File: config.mk
export PLATFORM = sky130hd
export DESIGN_NAME = csma_backoff_controller_flat
export DESIGN_NICKNAME = d
export VERILOG_FILES = /design/src/rtl/csmab_pkg.sv /design/src/rtl/csmab_ifs.sv /design/src/rtl/csmab_cfg_regs.sv /design/src/rtl/csmab_core.sv /design/src/rtl/csma_backoff_controller.sv /design/src/flat_wrapper.sv
export VERILOG_INCLUDE_DIRS = /design/src /design/src/rtl
export SDC_FILE = /design/constraint.sdc
export NUM_CORES = 1
export LEC_CHECK = 0
export BUFFER_PORTS_ARGS = -buffer_cell sky130_fd_sc_hd__buf_2
export CAP_MARGIN = 20
export CORE_ASPECT_RATIO = 1.4
export CORE_MARGIN = 5
export CORE_UTILIZATION = 57
export CTS_CLUSTER_SIZE = 20
export DETAILED_ROUTE_END_ITERATION = 8
export GPL_TIMING_DRIVEN = 0
export HOLD_SLACK_MARGIN = 0.15
export PLACE_DENSITY_LB_ADDON = 0.05
export SLEW_MARGIN = 0
export SYNTH_ARGS = -nofsm -noshare
export SYNTH_HDL_FRONTEND = slang
export SYNTH_SLANG_ARGS = --single-unit
File: constraint.sdc
create_clock -name clk -period 6.1 [get_ports clk]
set_clock_uncertainty 0.05 [all_clocks]
set_input_delay 0.305 -clock clk [delete_from_list [all_inputs] [get_ports clk]]
set_output_delay 0.305 -clock clk [all_outputs]
set_load 0.01 [all_outputs]
File: src/rtl/assert_macros.svh
// shared assertion macros, clocked on clk and quiet while rst_n is low
`ifndef ASSERT_MACROS_SVH
`define ASSERT_MACROS_SVH

`define CSMAB_ASSERT(lbl, prop, msg) \
  lbl: assert property (@(posedge clk) disable iff (!rst_n) (prop)) else $error(msg);

`define CSMAB_ASSERT_NXT(lbl, ante, cons, msg) \
  lbl: assert property (@(posedge clk) disable iff (!rst_n) (ante) |=> (cons)) else $error(msg);

`endif

File: src/rtl/csmab_pkg.sv
`default_nettype none
package csmab_pkg;

  localparam int unsigned FUNC_W  = 2;
  localparam int unsigned CW_W    = 10;
  localparam int unsigned TIME_W  = 16;
  localparam int unsigned WAIT_W  = CW_W + TIME_W;
  localparam int unsigned CIDX_W  = 3;
  localparam int unsigned CDATA_W = 16;

  // input function codes
  localparam logic [FUNC_W-1:0] FN_FRAME_REQ = 2'd0;
  localparam logic [FUNC_W-1:0] FN_CHECK_RES = 2'd1;
  localparam logic [FUNC_W-1:0] FN_BURST_ACK = 2'd2;
  localparam logic [FUNC_W-1:0] FN_TICK      = 2'd3;

  // result kinds
  localparam logic EV_CHECK_REQ = 1'b0;
  localparam logic EV_RELEASE   = 1'b1;

  // configuration register indexes
  localparam logic [CIDX_W-1:0] REG_CCA_ENABLE   = 3'd0;
  localparam logic [CIDX_W-1:0] REG_DCF_MODE     = 3'd1;
  localparam logic [CIDX_W-1:0] REG_POST_TX_BO   = 3'd2;
  localparam logic [CIDX_W-1:0] REG_BURST_ACK_EN = 3'd3;
  localparam logic [CIDX_W-1:0] REG_MIN_CW       = 3'd4;
  localparam logic [CIDX_W-1:0] REG_SLOT_TIME    = 3'd5;
  localparam logic [CIDX_W-1:0] REG_DIFS_TIME    = 3'd6;

  localparam logic [CW_W-1:0]   MIN_CW_RST    = 10'd31;
  localparam logic [TIME_W-1:0] SLOT_TIME_RST = 16'd1000;
  localparam logic [TIME_W-1:0] DIFS_TIME_RST = 16'd2000;

  typedef struct packed {
    logic              cca_enable;
    logic              dcf_mode;
    logic              post_tx_backoff_enable;
    logic              burst_ack_enable;
    logic [CW_W-1:0]   min_cw;
    logic [TIME_W-1:0] slot_time;
    logic [TIME_W-1:0] difs_time;
  } cfg_t;

  typedef struct packed {
    logic [FUNC_W-1:0] func;
    logic              is_data;
    logic              channel_free;
    logic [CW_W-1:0]   random_value;
  } in_item_t;

  typedef struct packed {
    logic              event_kind;
    logic [TIME_W-1:0] check_duration;
  } out_item_t;

  typedef struct packed {
    logic      valid;
    out_item_t item;
  } result_t;

endpackage
`default_nettype wire

File: src/rtl/csmab_ifs.sv
`default_nettype none
interface csmab_in_if import csmab_pkg::*; ();
  logic              valid;
  logic              ready;
  logic [FUNC_W-1:0] func;
  logic              is_data;
  logic              channel_free;
  logic [CW_W-1:0]   random_value;

  modport source (output valid, func, is_data, channel_free, random_value, input ready);
  modport sink (input valid, func, is_data, channel_free, random_value, output ready);
endinterface

interface csmab_out_if import csmab_pkg::*; ();
  logic              valid;
  logic              ready;
  logic              event_kind;
  logic [TIME_W-1:0] check_duration;

  modport source (output valid, event_kind, check_duration, input ready);
  modport sink (input valid, event_kind, check_duration, output ready);
endinterface

interface csmab_cfg_if import csmab_pkg::*; ();
  logic               valid;
  logic               ready;
  logic [CIDX_W-1:0]  index;
  logic [CDATA_W-1:0] data;

  modport source (output valid, index, data, input ready);
  modport sink (input valid, index, data, output ready);
endinterface
`default_nettype wire

File: src/rtl/csmab_cfg_regs.sv
`default_nettype none
module csmab_cfg_regs import csmab_pkg::*; (
  input  wire logic               clk,
  input  wire logic               rst_n,
  input  wire logic               wr_en,
  input  wire logic [CIDX_W-1:0]  wr_index,
  input  wire logic [CDATA_W-1:0] wr_data,
  output cfg_t                    cfg
);

  cfg_t cfg_r;
  cfg_t cfg_nxt;

  always_comb begin
    cfg_nxt = cfg_r;
    if (wr_en) begin
      unique case (wr_index)
        REG_CCA_ENABLE:   cfg_nxt.cca_enable = wr_data[0];
        REG_DCF_MODE:     cfg_nxt.dcf_mode = wr_data[0];
        REG_POST_TX_BO:   cfg_nxt.post_tx_backoff_enable = wr_data[0];
        REG_BURST_ACK_EN: cfg_nxt.burst_ack_enable = wr_data[0];
        REG_MIN_CW:       cfg_nxt.min_cw = wr_data[CW_W-1:0];
        REG_SLOT_TIME:    cfg_nxt.slot_time = wr_data[TIME_W-1:0];
        REG_DIFS_TIME:    cfg_nxt.difs_time = wr_data[TIME_W-1:0];
        default:          cfg_nxt = cfg_r;
      endcase
    end
  end

  always_ff @(posedge clk) begin
    if (!rst_n) begin
      cfg_r.cca_enable             <= 1'b1;
      cfg_r.dcf_mode               <= 1'b1;
      cfg_r.post_tx_backoff_enable <= 1'b1;
      cfg_r.burst_ack_enable       <= 1'b1;
      cfg_r.min_cw                 <= MIN_CW_RST;
      cfg_r.slot_time              <= SLOT_TIME_RST;
      cfg_r.difs_time              <= DIFS_TIME_RST;
    end else begin
      cfg_r <= cfg_nxt;
    end
  end

  assign cfg = cfg_r;

endmodule
`default_nettype wire

File: src/rtl/csmab_core.sv
`default_nettype none
module csmab_core import csmab_pkg::*; (
  input  wire logic clk,
  input  wire logic rst_n,
  input  wire logic fire,
  input  in_item_t  item,
  input  cfg_t      cfg,
  output result_t   res
);

  `include "assert_macros.svh"

  localparam logic [2:0] PH_IDLE      = 3'd0;
  localparam logic [2:0] PH_WAIT_ACK  = 3'd1;
  localparam logic [2:0] PH_WAIT_POST = 3'd2;
  localparam logic [2:0] PH_DIFS      = 3'd3;
  localparam logic [2:0] PH_SLOT      = 3'd4;
  localparam logic [2:0] PH_SENSE     = 3'd5;

  logic [2:0]        phase_r, phase_nxt;
  logic              pending_r, pending_nxt;
  logic              ack_owed_r, ack_owed_nxt;
  logic [WAIT_W-1:0] post_wait_r, post_wait_nxt;
  logic [CW_W-1:0]   slots_r, slots_nxt;

  logic [CW_W-1:0]   draw;
  logic [CW_W-1:0]   slots_dec;
  logic [WAIT_W-1:0] post_draw;
  logic              go_after_ack;
  logic              go_sense;
  logic              go_release;

  assign draw      = item.random_value & cfg.min_cw;
  assign slots_dec = slots_r - CW_W'(1);
  assign post_draw = {{TIME_W{1'b0}}, draw} * {{CW_W{1'b0}}, cfg.slot_time};

  always_comb begin
    phase_nxt     = phase_r;
    pending_nxt   = pending_r;
    ack_owed_nxt  = ack_owed_r;
    post_wait_nxt = post_wait_r;
    slots_nxt     = slots_r;
    go_after_ack  = 1'b0;
    go_sense      = 1'b0;
    go_release    = 1'b0;
    res           = '0;

    case (item.func)
      FN_FRAME_REQ: begin
        if (phase_r == PH_IDLE) begin
          pending_nxt = item.is_data;
          if (cfg.burst_ack_enable && ack_owed_r) begin
            phase_nxt = PH_WAIT_ACK;
          end else begin
            go_after_ack = 1'b1;
          end
        end
      end
      FN_CHECK_RES: begin
        if (phase_r == PH_DIFS) begin
          if (item.channel_free) begin
            go_release = 1'b1;
          end else begin
            slots_nxt = draw;
            if (draw == '0) begin
              go_release = 1'b1;
            end else begin
              phase_nxt = PH_SLOT;
              res       = '{valid: 1'b1, item: '{EV_CHECK_REQ, cfg.slot_time}};
            end
          end
        end else if (phase_r == PH_SLOT) begin
          if (item.channel_free) begin
            slots_nxt = slots_dec;
          end
          if (item.channel_free && slots_dec == '0) begin
            go_release = 1'b1;
          end else begin
            res = '{valid: 1'b1, item: '{EV_CHECK_REQ, cfg.slot_time}};
          end
        end else if (phase_r == PH_SENSE) begin
          if (item.channel_free) begin
            go_release = 1'b1;
          end else begin
            res = '{valid: 1'b1, item: '{EV_CHECK_REQ, '0}};
          end
        end
      end
      FN_BURST_ACK: begin
        if (ack_owed_r) begin
          ack_owed_nxt = 1'b0;
          go_after_ack = (phase_r == PH_WAIT_ACK);
        end
      end
      default: begin
        if (post_wait_r != '0) begin
          post_wait_nxt = post_wait_r - WAIT_W'(1);
          go_sense = (post_wait_r == WAIT_W'(1)) && (phase_r == PH_WAIT_POST);
        end
      end
    endcase

    // the post-transmit wait must be over before sensing starts
    if (go_after_ack) begin
      if (post_wait_r != '0) begin
        phase_nxt = PH_WAIT_POST;
      end else begin
        go_sense = 1'b1;
      end
    end

    if (go_sense) begin
      if (cfg.cca_enable && pending_nxt) begin
        if (cfg.dcf_mode) begin
          phase_nxt = PH_DIFS;
          res       = '{valid: 1'b1, item: '{EV_CHECK_REQ, cfg.difs_time}};
        end else begin
          phase_nxt = PH_SENSE;
          res       = '{valid: 1'b1, item: '{EV_CHECK_REQ, '0}};
        end
      end else begin
        go_release = 1'b1;
      end
    end

    if (go_release) begin
      ack_owed_nxt = pending_nxt;
      if (cfg.post_tx_backoff_enable && pending_nxt) begin
        post_wait_nxt = post_draw;
      end
      phase_nxt = PH_IDLE;
      res       = '{valid: 1'b1, item: '{EV_RELEASE, '0}};
    end
  end

  always_ff @(posedge clk) begin
    if (!rst_n) begin
      phase_r     <= PH_IDLE;
      pending_r   <= 1'b0;
      ack_owed_r  <= 1'b0;
      post_wait_r <= '0;
      slots_r     <= '0;
    end else if (fire) begin
      phase_r     <= phase_nxt;
      pending_r   <= pending_nxt;
      ack_owed_r  <= ack_owed_nxt;
      post_wait_r <= post_wait_nxt;
      slots_r     <= slots_nxt;
    end
  end

  `CSMAB_ASSERT(a_slot_count_live, phase_r != PH_SLOT || slots_r != '0, "slot phase with zero count")
  `CSMAB_ASSERT(a_post_wait_live, phase_r != PH_WAIT_POST || post_wait_r != '0, "waiting on expired timer")
  `CSMAB_ASSERT_NXT(a_release_idle, fire && res.valid && res.item.event_kind == EV_RELEASE, phase_r == PH_IDLE, "release did not return to idle")

endmodule
`default_nettype wire

File: src/rtl/csma_backoff_controller.sv
`default_nettype none
// Transmit-access controller with carrier sense and random slot backoff. Frame requests,
// check results, burst acks and microsecond ticks arrive as items on in_chan; channel check
// requests and frame releases leave on out_chan, at most one per item. Every item is taken into
// an input register and handled by one state update that also loads the result register, once
// that register is free or being emptied; a result thus passes the input and result registers
// on its way to out_chan, and one item per cycle is sustained; in_chan stalls only while the
// result register holds a result that out_chan has not taken. The post-transmit wait is one
// 10 x 16 multiply of the masked draw by slot_time in that update. Registers on cfg_chan are
// always accepted and should be written only while no frame is in progress.
module csma_backoff_controller import csmab_pkg::*; (
  input  wire logic  clk,
  input  wire logic  rst_n,
  csmab_in_if.sink   in_chan,
  csmab_out_if.source out_chan,
  csmab_cfg_if.sink  cfg_chan
);

  `include "assert_macros.svh"

  cfg_t      cfg;
  result_t   res;
  in_item_t  in_item_r;
  logic      in_valid_r, in_valid_nxt;
  out_item_t out_item_r;
  logic      out_valid_r, out_valid_nxt;
  logic      fire;
  logic      in_take;

  assign cfg_chan.ready = 1'b1;

  csmab_cfg_regs u_cfg_regs (
    .clk      (clk),
    .rst_n    (rst_n),
    .wr_en    (cfg_chan.valid),
    .wr_index (cfg_chan.index),
    .wr_data  (cfg_chan.data),
    .cfg      (cfg)
  );

  // process the held item whenever the result slot is free or being emptied
  assign fire          = in_valid_r && (!out_valid_r || out_chan.ready);
  assign in_chan.ready = !in_valid_r || fire;
  assign in_take       = in_chan.valid && in_chan.ready;
  assign in_valid_nxt  = in_take || (in_valid_r && !fire);
  assign out_valid_nxt = fire ? res.valid : (out_valid_r && !out_chan.ready);

  csmab_core u_core (
    .clk   (clk),
    .rst_n (rst_n),
    .fire  (fire),
    .item  (in_item_r),
    .cfg   (cfg),
    .res   (res)
  );

  always_ff @(posedge clk) begin
    if (!rst_n) begin
      in_valid_r  <= 1'b0;
      out_valid_r <= 1'b0;
    end else begin
      in_valid_r  <= in_valid_nxt;
      out_valid_r <= out_valid_nxt;
    end
  end

  always_ff @(posedge clk) begin
    if (in_take) begin
      in_item_r <= '{in_chan.func, in_chan.is_data, in_chan.channel_free, in_chan.random_value};
    end
    if (fire && res.valid) begin
      out_item_r <= res.item;
    end
  end

  assign out_chan.valid          = out_valid_r;
  assign out_chan.event_kind     = out_item_r.event_kind;
  assign out_chan.check_duration = out_item_r.check_duration;

  `CSMAB_ASSERT_NXT(a_held_item_kept, in_valid_r && !fire, in_valid_r && $stable(in_item_r), "held item lost")
  `CSMAB_ASSERT(a_release_no_time, !out_valid_r || out_item_r.event_kind != EV_RELEASE || out_item_r.check_duration == '0, "release with duration")

endmodule
`default_nettype wire

File: src/flat_wrapper.sv
// flat-port wrapper written by rule: the top's interface ports become plain ports
module csma_backoff_controller_flat import csmab_pkg::*;
  (clk, rst_n, in_chan_valid, in_chan_func, in_chan_is_data, in_chan_channel_free, in_chan_random_value, in_chan_ready, out_chan_valid, out_chan_event_kind, out_chan_check_duration, out_chan_ready, cfg_chan_valid, cfg_chan_index, cfg_chan_data, cfg_chan_ready);
  csmab_in_if in_chan_i ();
  csmab_out_if out_chan_i ();
  csmab_cfg_if cfg_chan_i ();
  input  wire logic clk;
  input  wire logic rst_n;
  input wire logic [$bits(in_chan_i.valid)-1:0] in_chan_valid;
  input wire logic [$bits(in_chan_i.func)-1:0] in_chan_func;
  input wire logic [$bits(in_chan_i.is_data)-1:0] in_chan_is_data;
  input wire logic [$bits(in_chan_i.channel_free)-1:0] in_chan_channel_free;
  input wire logic [$bits(in_chan_i.random_value)-1:0] in_chan_random_value;
  output wire logic [$bits(in_chan_i.ready)-1:0] in_chan_ready;
  output wire logic [$bits(out_chan_i.valid)-1:0] out_chan_valid;
  output wire logic [$bits(out_chan_i.event_kind)-1:0] out_chan_event_kind;
  output wire logic [$bits(out_chan_i.check_duration)-1:0] out_chan_check_duration;
  input wire logic [$bits(out_chan_i.ready)-1:0] out_chan_ready;
  input wire logic [$bits(cfg_chan_i.valid)-1:0] cfg_chan_valid;
  input wire logic [$bits(cfg_chan_i.index)-1:0] cfg_chan_index;
  input wire logic [$bits(cfg_chan_i.data)-1:0] cfg_chan_data;
  output wire logic [$bits(cfg_chan_i.ready)-1:0] cfg_chan_ready;
  assign in_chan_i.valid = in_chan_valid;
  assign in_chan_i.func = in_chan_func;
  assign in_chan_i.is_data = in_chan_is_data;
  assign in_chan_i.channel_free = in_chan_channel_free;
  assign in_chan_i.random_value = in_chan_random_value;
  assign in_chan_ready = in_chan_i.ready;
  assign out_chan_valid = out_chan_i.valid;
  assign out_chan_event_kind = out_chan_i.event_kind;
  assign out_chan_check_duration = out_chan_i.check_duration;
  assign out_chan_i.ready = out_chan_ready;
  assign cfg_chan_i.valid = cfg_chan_valid;
  assign cfg_chan_i.index = cfg_chan_index;
  assign cfg_chan_i.data = cfg_chan_data;
  assign cfg_chan_ready = cfg_chan_i.ready;
  csma_backoff_controller u_core (.clk(clk), .rst_n(rst_n), .in_chan(in_chan_i), .out_chan(out_chan_i), .cfg_chan(cfg_chan_i));
endmodule
; ---- Word level (Yosys, flattened, before mapping)
; Cells that the tools add are included.
[word_totals]
regBits = 120
in_bits = 38
out_inout_bits = 20
elab_cells = 130
[op_classes]
addsub = 2
mul = 1
eq_ne = 15
muxes = 55
n_bitwise = 1
reduce_logical = 36
[op_table]
columns = cell, n
row1 = $mux W18, 11
row2 = $mux W26, 4
row3 = $mux W10, 4
row4 = $mux W3, 11
row5 = $eq A26 B1 Y1 const B, 1
row6 = $mul A10 B16 Y26, 1
row7 = $reduce_bool A26 Y1, 1
row8 = $sub A26 B1 Y26 const B, 1
row9 = $mux W1, 22
row10 = $logic_not A10 Y1, 2
row11 = $mux W16, 1
row12 = $reduce_and A2 Y1, 8
row13 = $eq A3 B3 Y1 const B, 5
row14 = $eq A3 B2 Y1 const B, 4
row15 = $and A10 B10 Y10, 1
row16 = $logic_and A1 B1 Y1, 10
row17 = $sub A10 B1 Y10 const B, 1
row18 = $eq A3 B1 Y1 const B, 2
row19 = $logic_not A3 Y1, 2
row20 = $pmux W3 S2, 1
row21 = $reduce_bool A2 Y1, 3
row22 = $reduce_and A5 Y1, 1
row23 = $logic_not A1 Y1, 4
row24 = $logic_or A1 B1 Y1, 3
row25 = other kinds (6), 6

; ---- Longest topological paths before layout
[depth]
depth_word = 11
ltp_mapped = 23
mapped_depth_nobuf = 21

; ---- Cells and area by module
; A second synthesis with hierarchy kept.
[hier_totals]
hier_cells = 1293
hier_area_um2 = 11308.3
[by_module_without_submodules]
columns = mod, instances, cells_each, area_per_inst_um2, seq_area_each_um2
row1 = csmab_core, 1, 1059, 8344.3, 820.8
row2 = csmab_cfg_regs, 1, 188, 1909.3, 920.9
row3 = csma_backoff_controller, 1, 46, 1054.8, 970.9

; ---- Least setup slack after synthesis
; No wires, ideal clock.
[synth_path]
path_type = reg2reg
startpoint = register u_core.in_item_r[1] in the netlist's numbering
endpoint = register u_core.u_core.post_wait_r[18]
setup_ps = 106
arrival_ps = 5649
t_required_ps = 5944
path_slack_ps = 295
path_stages_with_launch = 21
n_path_buf = 2
synth_period_minus_slack_ps = 5805
path_cell_list = edfxtp_1 -> and2_1 -> clkbuf_1 -> clkbuf_1 -> nand2_1 -> fa_1 -> inv_1 -> fa_1 -> fa_1 -> fa_1 -> inv_1 -> fa_1 -> inv_1 -> ha_1 -> a2111oi_0 -> a2111oi_2 -> nor4_1 -> o21bai_1 -> a21oi_1 -> xor2_1 -> o311ai_0
[synth_between]
elab_chain_len = 9
elab_cells_between_ends = 11
classes_between = mul: 1 / mux: 8 / bitwise: 1 / reduce/logical: 1
[synth_rtl]
columns = element, line_no
row1 = start: declaration, csma_backoff_controller.sv:23  ; in_item_t in_item_r;
row2 = start signal: assignment, csma_backoff_controller.sv:69  ; in_item_r <= '{in_chan.func, in_chan.is_data, in_chan.channel_free, in_chan.random_value};
row3 = $and A10 B10 Y10 (*), csmab_core.sv:33  ; assign draw = item.random_value & cfg.min_cw;
row4 = "parallel branches: the longest is 7 deep, another holds $mul A10 B16 Y26", n/a
row5 = $mux W26 (*), csmab_core.sv:126  ; if (go_release) begin
row6 = end signal: assignment, csmab_core.sv:147  ; post_wait_r <= post_wait_nxt;
row7 = end: declaration, csmab_core.sv:23  ; logic [WAIT_W-1:0] post_wait_r, post_wait_nxt;
; Every way passes the cells marked *.
; A chain may end at the register's enable or synchronous reset.

; ---- Final worst setup path
[layout_path]
startpoint = register u_core.u_cfg_regs.cfg_r (netlist bit u_core.u_cfg_regs.cfg[39])
endpoint = register u_core.u_core.post_wait_r[24]
[layout_between]
elab_chain_len = 9
elab_cells_between_ends = 11
classes_between = mul: 1 / mux: 8 / bitwise: 1 / reduce/logical: 1
[layout_rtl]
columns = element, line_no
row1 = start: declaration, csmab_cfg_regs.sv:11  ; cfg_t cfg_r;
row2 = start signal: assignment, csmab_cfg_regs.sv:40  ; cfg_r <= cfg_nxt;
row3 = $and A10 B10 Y10 (*), csmab_core.sv:33
row4 = "parallel branches: the longest is 7 deep, another holds $mul A10 B16 Y26", n/a
row5 = $mux W26 (*), csmab_core.sv:126
; Marked as above.

==> results.txt <==
Register share of total power: 28.1%
PortBufs: 56
Metal3 WL: 1730 um
Die W: 128 um
CP required: 6.35 ns
Die area: 22400 um2
Antenna-violating nets left: 0
Htree depth: 4
Met2 routed WL: 16900 um
CTS root buffer: clkbuf_16
Share of post-route cells with drive strength above 1: 10.4%
Drt pass-1 iters: 6
Num rows: 60
Internal power: 1970 uW
Tmin final: 5.91 ns
Largest net degree at the start of global routing: 18
Max Root-Sink Buffers: 2
Commonest cells after routing, fill and taps aside: 221 x nand2_1, 140 x inv_1, 110 x fa_1
Total wire length: 33200 um
R2R setup slack: 0.19 ns
Tcrit/Tclk final: 96.9%
Outcome: completed
DR WL/cell: 19.9 um
Worst Tran Pin Value: 1.02 ns
Via count: 10100
Max-slew violations: 0
Design Area, Final: 12700 um2
GRT Overall Usage: 30.2%
Final hold slack: 0.183 ns
DR vias/cell: 6.04
Psw: 1380 uW
Gp weighted congestion: 0.927
Rel. slew slack: 31.8%
DIE HEIGHT: 175 um
Synthesis warning total: 0
CP Data Arrival Time: 6.16 ns
Iteration-0 DRC Markers: 848
Mapped Nets: 1523
Distinct cells, synth: 75
Synth Instances: 1309
Kind of critical path: reg2reg
Syn_area_per_cell: 8.46 um2
Yosys top cell area share: 19.9%
Worst skew pair latency: 0.44 ns
DP Cell Count: 1613
Ys async rst share: 0%
Switching share of power: 41.1%
Max-Cap Viols: 0
Finished Layout Cells: 1675
Core area: 19100 um2
Post-synthesis sequential area ratio: 24.5%
Origin of the critical flop-to-flop path: u_core.u_cfg_regs.cfg[39]$_SDFFE_PN0P_
DP Area: 11700 um2
Setup crit end kind: flop
Dpl hpwl: 25500 um
Nets: 1628
FF-to-FF End: u_core.u_core.post_wait_r[24]$_SDFFE_PN0P_
Top sig layer: met4
CP most frequent cell: fa_1
IO Pins: 58
CTS tree: built
Worst IR drop on VDD: 0.223 mV
EDFF count, synth: 31
Initial antenna violation count: 0
Setup violations, final: 0
Comb power frac: 41.4%
CTS Buf Count: 17
CP Launch Type: flop
Largest stage delay on the critical path: 0.54 ns
HP Start: cfg_chan_index[0]
Setup TNS: 0 ns
Vias in the first global route: 10400
Commonest non-fill, non-tap cell in the layout: nand2_1
Crit-path cells: and2_1 > clkbuf_1 > nand2_1 > fa_1 > fa_1 > inv_1 > fa_1 > fa_1 > inv_1 > fa_1 > inv_1 > ha_1 > o21ai_0 > o21a_1 > a2111oi_4 > nor3_2 > o31ai_2 > a21oi_1 > o311ai_1
Worst-path clk slew: 0.06 ns
Clk network pwr share: 30.5%
Total congestion overflow: 0
CP max-delay cell: fa_1
Synth-to-layout area growth: 14.6%
Area contributors post-synth: fa_1 20%, dfxtp_1 16%, edfxtp_1 8.4%
Hold EP: u_core.u_cfg_regs.cfg[42]$_SDFFE_PN1P_
Leakage: 0.00600 uW
FF-to-FF path depth: 19
CP Max Fanout: 7
Hold depth: 3
Fmax: 169 MHz
Initial Util: 57.8%
Hold Path Class: in2reg
Global-route wire length before repair: 53100 um
Met1 Wirelength: 12700 um
Synth Flop Type: dfxtp_1
FF+latch count, synth: 120
Most area-hungry cell type in the Yosys netlist: fa_1
CTS Sinks: 120
Final hold violation count: 0
PwrDens: 264 nW/um2
# DRC: 0
Post-synthesis cell area: 11100 um2
Antenna diodes: 0
RSZ-0062 raised after global routing: no
==> power groups by stage <==
| stage | Clock (uW) | Sequential (uW) | Combinational [uW] |
|---|---|---|---|
| 2_1_floorplan | 0 | 943 | 961 |
| 3_3_place_gp | 0 | 955 | 1270 |
| 3_5_place_dp | 0 | 957 | 1290 |
| 4_1_cts | 1020 | 940 | 1340 |
| 5_1_grt | 1050 | 950 | 1550 |
| 6_report | 1020 | 943 | 1390 |
==> metal layers <==
layer	vias up	global-route usage [%]
met2	397	51.6
met3	120	4.40
met5	-	0
met1	4908	35.7
met4	0	17.3
li1	4695	-
==> sequential cells by signal, indices dropped and copies added, names as in the netlist <==
| name | cells |
|---|---|
| u_core.out_chan.check_duration | 16 |
| u_core.u_core.ack_owed_r | 1 |
| u_core.u_cfg_regs.cfg | 46 |
| u_core.u_core.post_wait_r | 26 |
| u_core.u_core.phase_r | 3 |
| u_core.in_valid_r | 1 |
| u_core.out_chan.event_kind | 1 |
| u_core.in_item_r | 14 |
| u_core.out_chan.valid | 1 |
| u_core.u_core.slots_r | 10 |
| u_core.u_core.pending_r | 1 |
==> area by class of cell <==
class                           count  area (um2)
Multi-Input combinational cell    970        7610
Fill cell                        1659        6460
Sequential cell                   120        2710
Timing Repair Buffer               90         616
Inverter                          140         526
Clock buffer                       17         425
Buffer                             75         329
Tap cell                          248         310
Clock inverter                     15         156
==> critical path, delay by kind of cell, from the launching register on <==
| family | cells | cell delay (ns) |
|---|---|---|
| buffers and inverters | 4 | 0.58 |
| AND/OR/NAND/NOR | 3 | 0.42 |
| adder cells (fa/ha/maj) | 6 | 2.85 |
| flip-flops | 1 | 0.37 |
| AO/OA/AOI/OAI | 6 | 1.51 |
==> worst max-delay path by stage <==
stage / from / end / slack, ns / cells after the start
6_report: u_core.u_cfg_regs.cfg[39]$_SDFFE_PN0P_ / u_core.u_core.post_wait_r[24]$_SDFFE_PN0P_ / 0.19 / 19
5_1_grt: u_core.in_item_r[2]$_DFFE_PP_ / u_core.u_core.post_wait_r[24]$_SDFFE_PN0P_ / 0.009 / 22
4_1_cts: u_core.in_item_r[1]$_DFFE_PP_ / u_core.u_core.post_wait_r[22]$_SDFFE_PN0P_ / 0.02 / 22
3_5_place_dp: u_core.in_item_r[1]$_DFFE_PP_ / u_core.u_core.post_wait_r[22]$_SDFFE_PN0P_ / -0.70 / 23
3_3_place_gp: u_core.in_item_r[2]$_DFFE_PP_ / u_core.u_core.post_wait_r[22]$_SDFFE_PN0P_ / -0.63 / 23
2_1_floorplan: u_core.in_item_r[1]$_DFFE_PP_ / u_core.u_core.post_wait_r[18]$_SDFFE_PN0P_ / 0.30 / 20
==> Yosys cell counts, drive strengths merged, types with 12 or more instances <==
library cell	count
fa	110
buf	12
o21ai	47
xnor2	12
and3	84
a21oi	74
dfxtp	89
edfxtp	31
nor2	56
and2	17
a22o	17
inv	140
nor4	12
ha	66
nor3	28
nand2	221
or3	16
o22ai	12
clkbuf	67
nand3	42
mux2i	13
==> metrics by stage <==
| step | total power [uW] | utilization (%) | setup slack (ns) |
|---|---|---|---|
| global placement | 2220 | 60.9 | -0.634 |
| finish | 3350 | 66.3 | 0.192 |
| CTS | 3310 | 65.9 | 0.0180 |
| detailed placement | 2250 | 60.9 | -0.698 |
| floorplan | 1900 | - | 0.295 |
| global route | 3550 | 66.3 | 0.00871 |
==> cells by family after synthesis <==
logic type	after synthesis	share of synthesized area, %
compound gates	249	15.3
xor+xnor	21	1.66
fa+ha+maj	176	27.3
buf+inv	219	7.62
flops	120	24.5
mux	15	1.41
other cells	1	0.0339
simple gates	508	22.2
==> what timing repair did <==
item	in CTS	in global routing
setup buffers	0	1
setup endpoints to repair	12	9
hold endpoints to repair	58	0
pin swaps	0	2
gates resized for setup	24	29
hold buffers	32	0
Note: power is estimated with default switching activity, not from simulation.
